File: config.mk
export PLATFORM = sky130hd
export DESIGN_NAME = ecm_ctrl
export DESIGN_NICKNAME = d
export VERILOG_FILES = /design/src/rtl/ecm_pkg.sv /design/src/rtl/ecm_ctrl.sv
export SDC_FILE = /design/constraint.sdc
export NUM_CORES = 1
export LEC_CHECK = 0
export BUFFER_PORTS_ARGS = -buffer_cell sky130_fd_sc_hd__buf_2
export CAP_MARGIN = 40
export CORE_AREA = 3 3 40 42
export DETAILED_ROUTE_END_ITERATION = 16
export DIE_AREA = 0 0 43 45
export PLACE_DENSITY = 0.58
export RECOVER_POWER = 100
export SLEW_MARGIN = 20
export SYNTH_ARGS = -nofsm -noshare
export SYNTH_HDL_FRONTEND = slang
export SYNTH_SLANG_ARGS = --single-unit
File: constraint.sdc
create_clock -name clock -period 2 [get_ports clock]
set_clock_uncertainty 0.15 [all_clocks]
set_input_delay 0.2 -clock clock [delete_from_list [all_inputs] [get_ports clock]]
set_output_delay 0.2 -clock clock [all_outputs]
set_load 0.005 [all_outputs]
File: src/rtl/ecm_pkg.sv
// Shared types and constants for the exchange matrix contraction block.
package ecm_pkg;

   localparam int MAX_ORBITALS = 64;
   localparam int NUM_SETS     = 4;
   localparam int ORB_W        = $clog2(MAX_ORBITALS);
   localparam int SET_W        = $clog2(NUM_SETS);
   localparam int ADDR_W       = SET_W + 2 * ORB_W;
   localparam int STORE_DEPTH  = NUM_SETS * MAX_ORBITALS * MAX_ORBITALS;
   localparam int VAL_W        = 32;
   localparam int ACC_W        = 48;
   localparam int FRAC_W       = 24;
   localparam int PROD_W       = 2 * VAL_W;
   localparam int CFG_W        = 7;
   localparam int UPD_W        = 2;
   localparam logic [CFG_W-1:0] ORBITALS_RESET = CFG_W'(MAX_ORBITALS);

   typedef enum logic [1:0] {
      MODE_LOAD_DENSITY = 2'd0,
      MODE_PRESET       = 2'd1,
      MODE_APPLY        = 2'd2,
      MODE_READ         = 2'd3
   } mode_type;

   typedef struct packed {
      mode_type           mode;
      logic [1:0]         matrix_set;
      logic [5:0]         orb_i;
      logic [5:0]         orb_j;
      logic [5:0]         orb_k;
      logic [5:0]         orb_l;
      logic signed [31:0] value;
   } req_type;

   typedef struct packed {
      logic signed [47:0] read_value;
      logic               saturated;
      logic               index_error;
   } rsp_type;

   typedef enum logic [2:0] {
      ST_CLEAR,
      ST_IDLE,
      ST_DISPATCH,
      ST_ISSUE,
      ST_MULT,
      ST_WRITE,
      ST_READ_WAIT
   } state_type;

   typedef struct packed {
      logic             clear_step;
      logic             capture;
      logic             write_density;
      logic             write_preset;
      logic             issue_rd;
      logic             mult;
      logic             acc_write;
      logic             rsp_load;
      logic [UPD_W-1:0] upd;
   } cmd_type;

   typedef struct packed {
      logic     clear_last;
      logic     err;
      mode_type mode;
      logic     rsp_busy;
   } status_type;

endpackage

File: src/rtl/ecm_ctrl.sv
// Controller state machine that sequences clearing, item dispatch and the four updates.
module ecm_ctrl (
   input  logic               clock,
   input  logic               reset,
   input  logic               req_valid,
   output logic               req_stall,
   input  ecm_pkg::status_type status,
   output ecm_pkg::cmd_type    cmd
);
   import ecm_pkg::*;

   state_type        state_ff, state_in;
   logic [UPD_W-1:0] upd_ff, upd_in;

   always_ff @(posedge clock) begin
      if (reset) begin
         state_ff <= ST_CLEAR;
         upd_ff   <= '0;
      end else begin
         state_ff <= state_in;
         upd_ff   <= upd_in;
      end
   end

   always_comb begin
      state_in  = state_ff;
      upd_in    = upd_ff;
      cmd       = '0;
      cmd.upd   = upd_ff;
      req_stall = 1'b1;
      unique case (state_ff)
         ST_CLEAR: begin
            cmd.clear_step = 1'b1;
            if (status.clear_last) begin
               state_in = ST_IDLE;
            end
         end
         ST_IDLE: begin
            req_stall = status.rsp_busy;
            if (req_valid && !status.rsp_busy) begin
               cmd.capture = 1'b1;
               state_in    = ST_DISPATCH;
            end
         end
         ST_DISPATCH: begin
            upd_in = '0;
            if (status.err) begin
               cmd.rsp_load = 1'b1;
               state_in     = ST_IDLE;
            end else begin
               unique case (status.mode)
                  MODE_LOAD_DENSITY: begin
                     cmd.write_density = 1'b1;
                     cmd.rsp_load      = 1'b1;
                     state_in          = ST_IDLE;
                  end
                  MODE_PRESET: begin
                     cmd.write_preset = 1'b1;
                     cmd.rsp_load     = 1'b1;
                     state_in         = ST_IDLE;
                  end
                  MODE_APPLY: begin
                     state_in = ST_ISSUE;
                  end
                  MODE_READ: begin
                     cmd.issue_rd = 1'b1;
                     state_in     = ST_READ_WAIT;
                  end
                  default: begin
                     state_in = ST_IDLE;
                  end
               endcase
            end
         end
         ST_ISSUE: begin
            cmd.issue_rd = 1'b1;
            state_in     = ST_MULT;
         end
         ST_MULT: begin
            cmd.mult = 1'b1;
            state_in = ST_WRITE;
         end
         ST_WRITE: begin
            cmd.acc_write = 1'b1;
            if (upd_ff == UPD_W'(3)) begin
               cmd.rsp_load = 1'b1;
               state_in     = ST_IDLE;
            end else begin
               upd_in   = upd_ff + UPD_W'(1);
               state_in = ST_ISSUE;
            end
         end
         ST_READ_WAIT: begin
            cmd.rsp_load = 1'b1;
            state_in     = ST_IDLE;
         end
         default: begin
            state_in = ST_IDLE;
         end
      endcase
   end

endmodule

---- Word-level counts from Yosys, hierarchy flattened ----
Cells that the tools add are included.
word-level totals
  bits in writable memories ............... 0
  memories kept ........................... 0
  output and inout bits ................... 11
  bits in latches ......................... 0
  ROM bits ................................ 0
  register bits after elaboration ......... 5
  word-level logic and storage cells ...... 48
cells by class
  equal/unequal tests ..................... 13
  reductions and logical operators ........ 8
  bitwise logic cells ..................... 0
  div/mod/pow operators ................... 0
  $add $sub $neg .......................... 1
  magnitude comparators ................... 0
  shift-type cells ........................ 0
  multiply operators ...................... 0
  muxes and demuxes ....................... 24
operator list
  kind                                            number
  one-hot mux 3 bit (6 select lines)              1
  two-way mux 1 bit                               12
  two-way mux 3 bit                               4
  == test 3 bit (second input constant)           3
  one-hot mux 3 bit (3 select lines)              1
  == test 2 bit (second input constant)           3
  == test 3 x 2 -> 1 bit (second input constant)  2
  two-way mux 2 bit                               3
  != test 2 bit (second input constant)           3
  one-hot mux 2 bit (2 select lines)              1
  AND reduction 2 bit                             2
  == test 3 x 1 -> 1 bit (second input constant)  1
  logical NOT 3 bit                               1
  one-hot mux 1 bit (3 select lines)              1
  adder 2 x 1 -> 2 bit (second input constant)    1
  == test 2 x 1 -> 1 bit (second input constant)  1
  logical NOT 2 bit                               1
  one-hot mux 1 bit (2 select lines)              1
  nonzero test 2 bit                              1
  OR reduction 2 bit                              1
  logical AND 1 bit                               1
  logical NOT 1 bit                               1

---- Longest topological paths before layout ----
Gate-level depths: netlist of run 1.
  depth in word-level cells ............... 5
  gate-level depth with buffers ........... 6
  mapped depth without buffers ............ 5

---- Least setup slack after synthesis of run 1 ----
Ideal clock, no wire load.
  path type ............................... register -> register
  start point ............................. register state_ff[1]
  end point ............................... register state_ff[0]
  setup slack ............................. 0.606 ns
  data required time ...................... 1.755 ns
  setup time .............................. 0.095 ns
  cell stages (with the launch flop) ...... 7
  period minus slack after synthesis ...... 1.394 ns
  data arrival time ....................... 1.149 ns
  cell sequence ........................... dfxtp_1 -> buf_6 -> inv_1 -> ha_1 -> inv_1 -> a21o_1 -> a221oi_1
on the way
  word-level cells in the longest chain between the ends .. 3
  elaborated cells between the ends (all ways) .. 10
ends and longest elaborated chain
  what                                                                line            RTL
  start, declared                                                     ecm_ctrl.sv:12  state_type state_ff, state_in;
  start signal, assigned                                              ecm_ctrl.sv:20  state_ff <= state_in;
  == test 3 x 1 -> 1 bit / logical NOT 3 bit (equally long branches)  ecm_ctrl.sv:31  unique case (state_ff)
  != test 2 bit (no line)                                             n/a
  AND reduction 2 bit (no line)                                       n/a
Several ways; a longest one is shown, not always the timed one.
A chain may end at the register's enable or synchronous reset.

---- Worst setup path after layout of run 1 ----
  start point ............................. register state_ff[0]
  end point ............................... output req_stall
on the way
  word-level cells in the longest chain between the ends .. 2
ends and longest elaborated chain
  what                    line            RTL
  == test 3 x 1 -> 1 bit  ecm_ctrl.sv:31
  two-way mux 1 bit       ecm_ctrl.sv:31
  end, declared           ecm_ctrl.sv:6   output logic req_stall,
No other way between the ends.

==> run_results.csv, run 1 <==
group,metric,value,unit
outcome,status,"finished, final reports clean",
floorplanning,core,1280,um^2
sta,worst_pin_slew,0.414,ns
floorplanning,initial_core_util,33.8,%
worst_hold_path,min_path_type,"input port to register",
sta,finalHoldViolCount,0,
layout,fin_nets,85,
power_and_ir_drop,clkPwrFrac,44.4,%
synthesis,syn_area,434,um^2
power_and_ir_drop,p_leak,0.276,nW
power_and_ir_drop,pwr-share-seq,39.5,%
global_route,first_global_vias,407,
layout,diodes,0,
placement,hpwl,819,um
routing,drtIter0Drc,9,
setup_path,critPathArrivalTime,1.48,ns
sta,setup_violations,0,
clock_tree,cts_buffer_depth,2,
clock_tree,h-tree-depth,1,
power_and_ir_drop,pwr-share-comb,16.1,%
clock_tree,cts.clk_slew.worst_paths,0.05,ns
routing,routedWlPerCell,11.8,um
synthesis,yosysWarnings,0,
synthesis,synthArstFlopShare,0,%
sta,finalCritPeriodShare,91.7,%
synthesis,syn_inst,54,
routing,detail-route-antenna-nets,0,
layout,area_delta_synth_final,21.9,%
clock_tree,hold_buffers,0,
placement,io_buffer_count,18,
routing,drc_errors,0,
synthesis,synth.distinct_cells,27,
routing,viasPerCell,5.20,
synthesis,ys_ff_latch,5,
sta,fmax,0.545,GHz
floorplanning,rows,13,
clock_tree,clk_latency,0.25,ns
synthesis,synth_edf_count,0,
synthesis,synthFlopType,"dfxtp_1",
placement,place.gp.congestion,0.763,
synthesis,yosysSeqAreaShare,23.1,%
clock_tree,root_buffer,"clkbuf_4",
layout,drive_above_1_share,26.0,%
floorplanning,io_pins,19,
synthesis,syn_area_per_cell,8.04,um^2
synthesis,syn_nets,65,
layout,final_util,41.2,%
layout,final_area,529,um^2
setup_path,cp_max_fo,9,
clock_tree,post_cts_buffers,0,
job,max-cap-violations,0,
clock_tree,cts_made_buffers,3,
floorplanning,design.die.area,1940,um^2
power_and_ir_drop,switchingPower,0.0744,mW
power_and_ir_drop,irDropWorstVdd,0.296,mV
clock_tree,cts_tree,"done",
sta,finalCriticalPeriod,1.83,ns
floorplanning,fp.dieH,45,um
power_and_ir_drop,swShare,27.3,%
placement,place_area,517,um^2
sta,slew_viol_final,0,
setup_path,r2r_slack,0.42,ns
global_route,grt_max_degree,12,
sta,fin_worst_hold_slack,0.00414,ns
global_route,antenna_found_initial,0,
setup_path,worst_setup_path_start_kind,"register",
routing,vias,458,
global_route,gr-total-overflow,0,
sta,rsz0062_at_grt,"false",
sta,maxSlewHeadroom,72.3,%
routing,firstDrtPassIters,4,
routing,wirelength,1.04,mm
sta,tns,0,ns
floorplanning,die-width,43,um
clock_tree,ctsResizeCount,0,
power_and_ir_drop,p_int,0.198,mW
setup_path,crit_type,"register to primary output",
setup_path,end_kind,"primary output",
power_and_ir_drop,powerDensity,514,nW/um^2
layout,fill_cells,150,
clock_tree,cts_sinks,5,
setup_path,crit_required,1.65,ns
global_route,gr-usage-all-layers,12.6,%
global_route,grt_first_pass_wirelength,1.72,mm
-- worst max-delay path: stages (launching register included) --
cell and delay, ns:
dfxtp_1 0.49, nand2b_1 0.26, or3_1 0.36, buf_2 0.13
-- area by class of cell --
type / count / area, um^2 / area share (%)
clock buffer: 4 / 26.3 / 4.96
inverter: 6 / 22.5 / 4.26
multi-input combinational: 40 / 278 / 52.5
sequential: 5 / 100 / 18.9
tap: 15 / 18.8 / 3.55
timing repair buffer: 18 / 83.8 / 15.8
-- through the flow --
| step | power, mW | cells | worst slack [ns] |
|---|---|---|---|
| 2_1_floorplan | 0.140 | 54 | 0.606 |
| 3_3_place_gp | 0.156 | 84 | 0.398 |
| 3_5_place_dp | 0.156 | 84 | 0.435 |
| 4_1_cts | 0.279 | 88 | 0.254 |
| 5_1_grt | 0.287 | 88 | 0.0879 |
| 6_report | 0.272 | 88 | 0.166 |
-- synthesized netlist by cell type, drive strengths merged, types with 2 or more instances --
library cell / instances / area (um^2)
nand2: 2 / 7.51
dfxtp: 5 / 100
nor3: 3 / 15.0
nor2: 7 / 33.8
inv: 6 / 22.5
a31oi: 2 / 12.5
a21oi: 4 / 20.0
nor2b: 2 / 12.5
o211a: 2 / 20.0
ha: 3 / 37.5
o22ai: 2 / 12.5
a221oi: 2 / 17.5
buf: 3 / 26.3
-- placed cells by master (no fill, tap or decap) --
cell      instances
buf_2            11
nor2_1            6
clkbuf_1          6
inv_1             5
dfxtp_1           5
a21oi_1           4
nor3_1            3
ha_1              3
clkbuf_4          3
nor2b_1           2
o22ai_1           2
nand2_1           2
a31oi_1           2
a221oi_1          2
o211a_1           2
clkbuf_2          2
inv_2             1
nand3_1           1
and2_1            1
nand2b_1          1
or2b_1            1
and2b_1           1
nor4b_4           1
or3_1             1
o211ai_1          1
a21o_1            1
and3_1            1
nor2_4            1
o21ai_0           1
-- kinds of logic after synthesis --
logic type	synth area share, %
fa+ha+maj	8.65
flops	23.1
simple gates	33.4
compound gates	23.6
buf+inv	11.2
-- registers in the layout (all words and copies together), names as in the netlist --
register and flops:
upd_ff 2, state_ff 3
-- layer usage --
metal | vias to the layer above | track usage [%] | share of wire [%]
li1 | 226 | - | -
met1 | 212 | 13.6 | 43
met2 | 16 | 19.2 | 46
met3 | 4 | 5.18 | 7.9
met4 | 0 | 10.8 | 2.9
met5 | - | 0 | 0
-- power by group through the flow --
stage | Clock (mW) | Sequential, mW | Combinational, mW
finish | 0.121 | 0.108 | 0.0439
floorplan | 0 | 0.105 | 0.0356
CTS | 0.125 | 0.108 | 0.0462
detailed placement | 0 | 0.110 | 0.0460
global placement | 0 | 0.110 | 0.0455
global route | 0.130 | 0.108 | 0.0490
-- path summary, 6_finish.rpt --
check / end / start / cells past startpoint
worst max register to register: state_ff[0] / state_ff[1] / 4
worst min-delay path: upd_ff[1] / reset / 2
worst min register to register: upd_ff[1] / upd_ff[1] / 2
worst max-delay path: req_stall / state_ff[0] / 3
Note: power is estimated with default switching activity, not from simulation.
==> inputs of run 2 (changes only) <==
CTS_CLUSTER_SIZE = 8   (was unset)
SETUP_SLACK_MARGIN = 0.5   (was unset)
==> run_results.csv, run 2 (synthesized netlist as in run 1, its figures left out) <==
group,metric,value,unit
outcome,status,"finished, final reports clean",
routing,firstDrtPassIters,4,
global_route,grt_max_degree,12,
routing,routedWlPerCell,11.9,um
floorplanning,fp.dieH,45,um
power_and_ir_drop,swShare,27.6,%
setup_path,r2r_slack,0.52,ns
routing,drc_errors,0,
floorplanning,rows,13,
worst_hold_path,hold-path-cell-count,3,
floorplanning,die-width,43,um
power_and_ir_drop,switchingPower,0.0771,mW
layout,final_common_cell,"buf_2",
sta,finalCritPeriodShare,81.7,%
setup_path,crit_end,"req_stall",
clock_tree,root_buffer,"clkbuf_4",
sta,setup_violations,0,
sta,finalHoldViolCount,0,
setup_path,crit_type,"register to primary output",
clock_tree,cts_tree,"done",
setup_path,reg2reg_from,"state_ff[0]",
power_and_ir_drop,powerDensity,453,nW/um^2
layout,largest_reg_flops,3,
floorplanning,io_pins,19,
layout,fin_nets,93,
sta,tns,0,ns
sta,worst_pin_slew,0.314,ns
global_route,first_global_vias,463,
setup_path,worst_setup_path_start_kind,"register",
layout,reg.largest.list,"state_ff (3), upd_ff (2)",
layout,largest-register,"state_ff",
clock_tree,cts_buffer_depth,2,
power_and_ir_drop,irDropWorstVdd,0.300,mV
clock_tree,clk_latency,0.25,ns
power_and_ir_drop,pwr-share-comb,19.4,%
routing,viasPerCell,5.06,
layout,final_util,48.0,%
placement,hpwl,819,um
setup_path,crit_required,1.65,ns
clock_tree,cts_made_buffers,3,
floorplanning,core,1280,um^2
power_and_ir_drop,power,0.280,mW
sta,fmax,0.612,GHz
worst_hold_path,min_path_type,"input port to register",
routing,detail-route-antenna-nets,0,
layout,diodes,0,
global_route,grt_first_pass_wirelength,2.03,mm
clock_tree,h-tree-depth,1,
global_route,gr-total-overflow,0,
floorplanning,initial_core_util,33.8,%
setup_path,critPathArrivalTime,1.28,ns
sta,rsz0062_at_grt,"true",
sta,maxSlewHeadroom,78.9,%
layout,drive_above_1_share,39.5,%
global_route,gr-usage-all-layers,14.8,%
power_and_ir_drop,p_int,0.203,mW
sta,finalCriticalPeriod,1.63,ns
power_and_ir_drop,clkPwrFrac,43.4,%
global_route,antenna_found_initial,0,
setup_path,worstRegToRegCells,5,
floorplanning,design.die.area,1940,um^2
setup_path,reg2reg_to,"state_ff[1]",
job,max-cap-violations,0,
setup_path,worstSetupStartpoint,"state_ff[0]",
routing,vias,486,
placement,place.gp.congestion,0.763,
layout,final_area,617,um^2
placement,place_area,517,um^2
power_and_ir_drop,p_leak,0.318,nW
routing,drtIter0Drc,7,
clock_tree,cts_sinks,5,
setup_path,end_kind,"primary output",
clock_tree,cts.clk_slew.worst_paths,0.04,ns
layout,area_delta_synth_final,42.1,%
power_and_ir_drop,pwr-share-seq,37.3,%
placement,io_buffer_count,18,
sta,slew_viol_final,0,
setup_path,cp_max_fo,8,
layout,final_cell_mix,"buf_2 (14), nor2_1 (6), inv_1 (5), clkbuf_1 (5), buf_4 (5)",
routing,wirelength,1.14,mm
## run 2: cell count changes in the layout (fill, tap and decap cells not counted), sizes merged
| cell | previous run | this run |
|---|---|---|
| dlygate4sd3 | 0 | 1 |
| clkbuf | 11 | 10 |
| buf | 11 | 19 |
## run 2: through the flow
step	setup WS [ns]	hold WS, ns	cells
finish	0.366	0.0933	96
floorplan	0.606	0.129	54
global placement	0.398	0.268	84
detailed placement	0.435	0.263	84
global route	0.254	0.122	96
CTS	0.455	0.0837	95
## run 2: final cells by class
class / instances / area [um^2]
Tap cell: 15 / 18.8
Sequential cell: 5 / 108
Inverter: 6 / 22.5
Fill cell: 145 / 668
Multi-Input combinational cell: 40 / 297
Timing Repair Buffer: 26 / 145
Clock buffer: 4 / 26.3
## run 2: power by group through the flow
stage / registers, mW / clock network, mW / logic, mW
2_1_floorplan: 0.105 / 0 / 0.0356
3_3_place_gp: 0.110 / 0 / 0.0455
3_5_place_dp: 0.110 / 0 / 0.0460
4_1_cts: 0.105 / 0.125 / 0.0582
5_1_grt: 0.105 / 0.131 / 0.0609
6_report: 0.104 / 0.121 / 0.0541
## run 2: worst max-delay path: stages (launching register included)
cell      delay (ns)
dfxtp_1         0.46
nand2b_2        0.13
or3_1           0.31
buf_2           0.13
## run 2: metal layers
layer,GRT usage (%),wire length (um),vias to the layer above
li1,-,-,248
met3,5.18,96,5
met1,15.7,433,215
met5,0,0,-
met4,10.8,31,0
met2,24.3,581,18
## run 2: worst min-delay path by stage
stage                  end  slack, ns       from
6_report       state_ff[0]       0.09  status[4]
5_1_grt        state_ff[0]       0.12  status[4]
4_1_cts        state_ff[0]       0.08  status[4]
3_5_place_dp     upd_ff[1]       0.26      reset
3_3_place_gp   state_ff[0]       0.27      reset
2_1_floorplan  state_ff[0]       0.13      reset
## run 2: timing repair
item / in CTS / in global routing
pin swaps: 3 / 1
setup endpoints to repair: 10 / 8
hold buffers: 1 / 0
hold endpoints to repair: 1 / 0
setup buffers: 6 / 1
gates resized for setup: 12 / 2
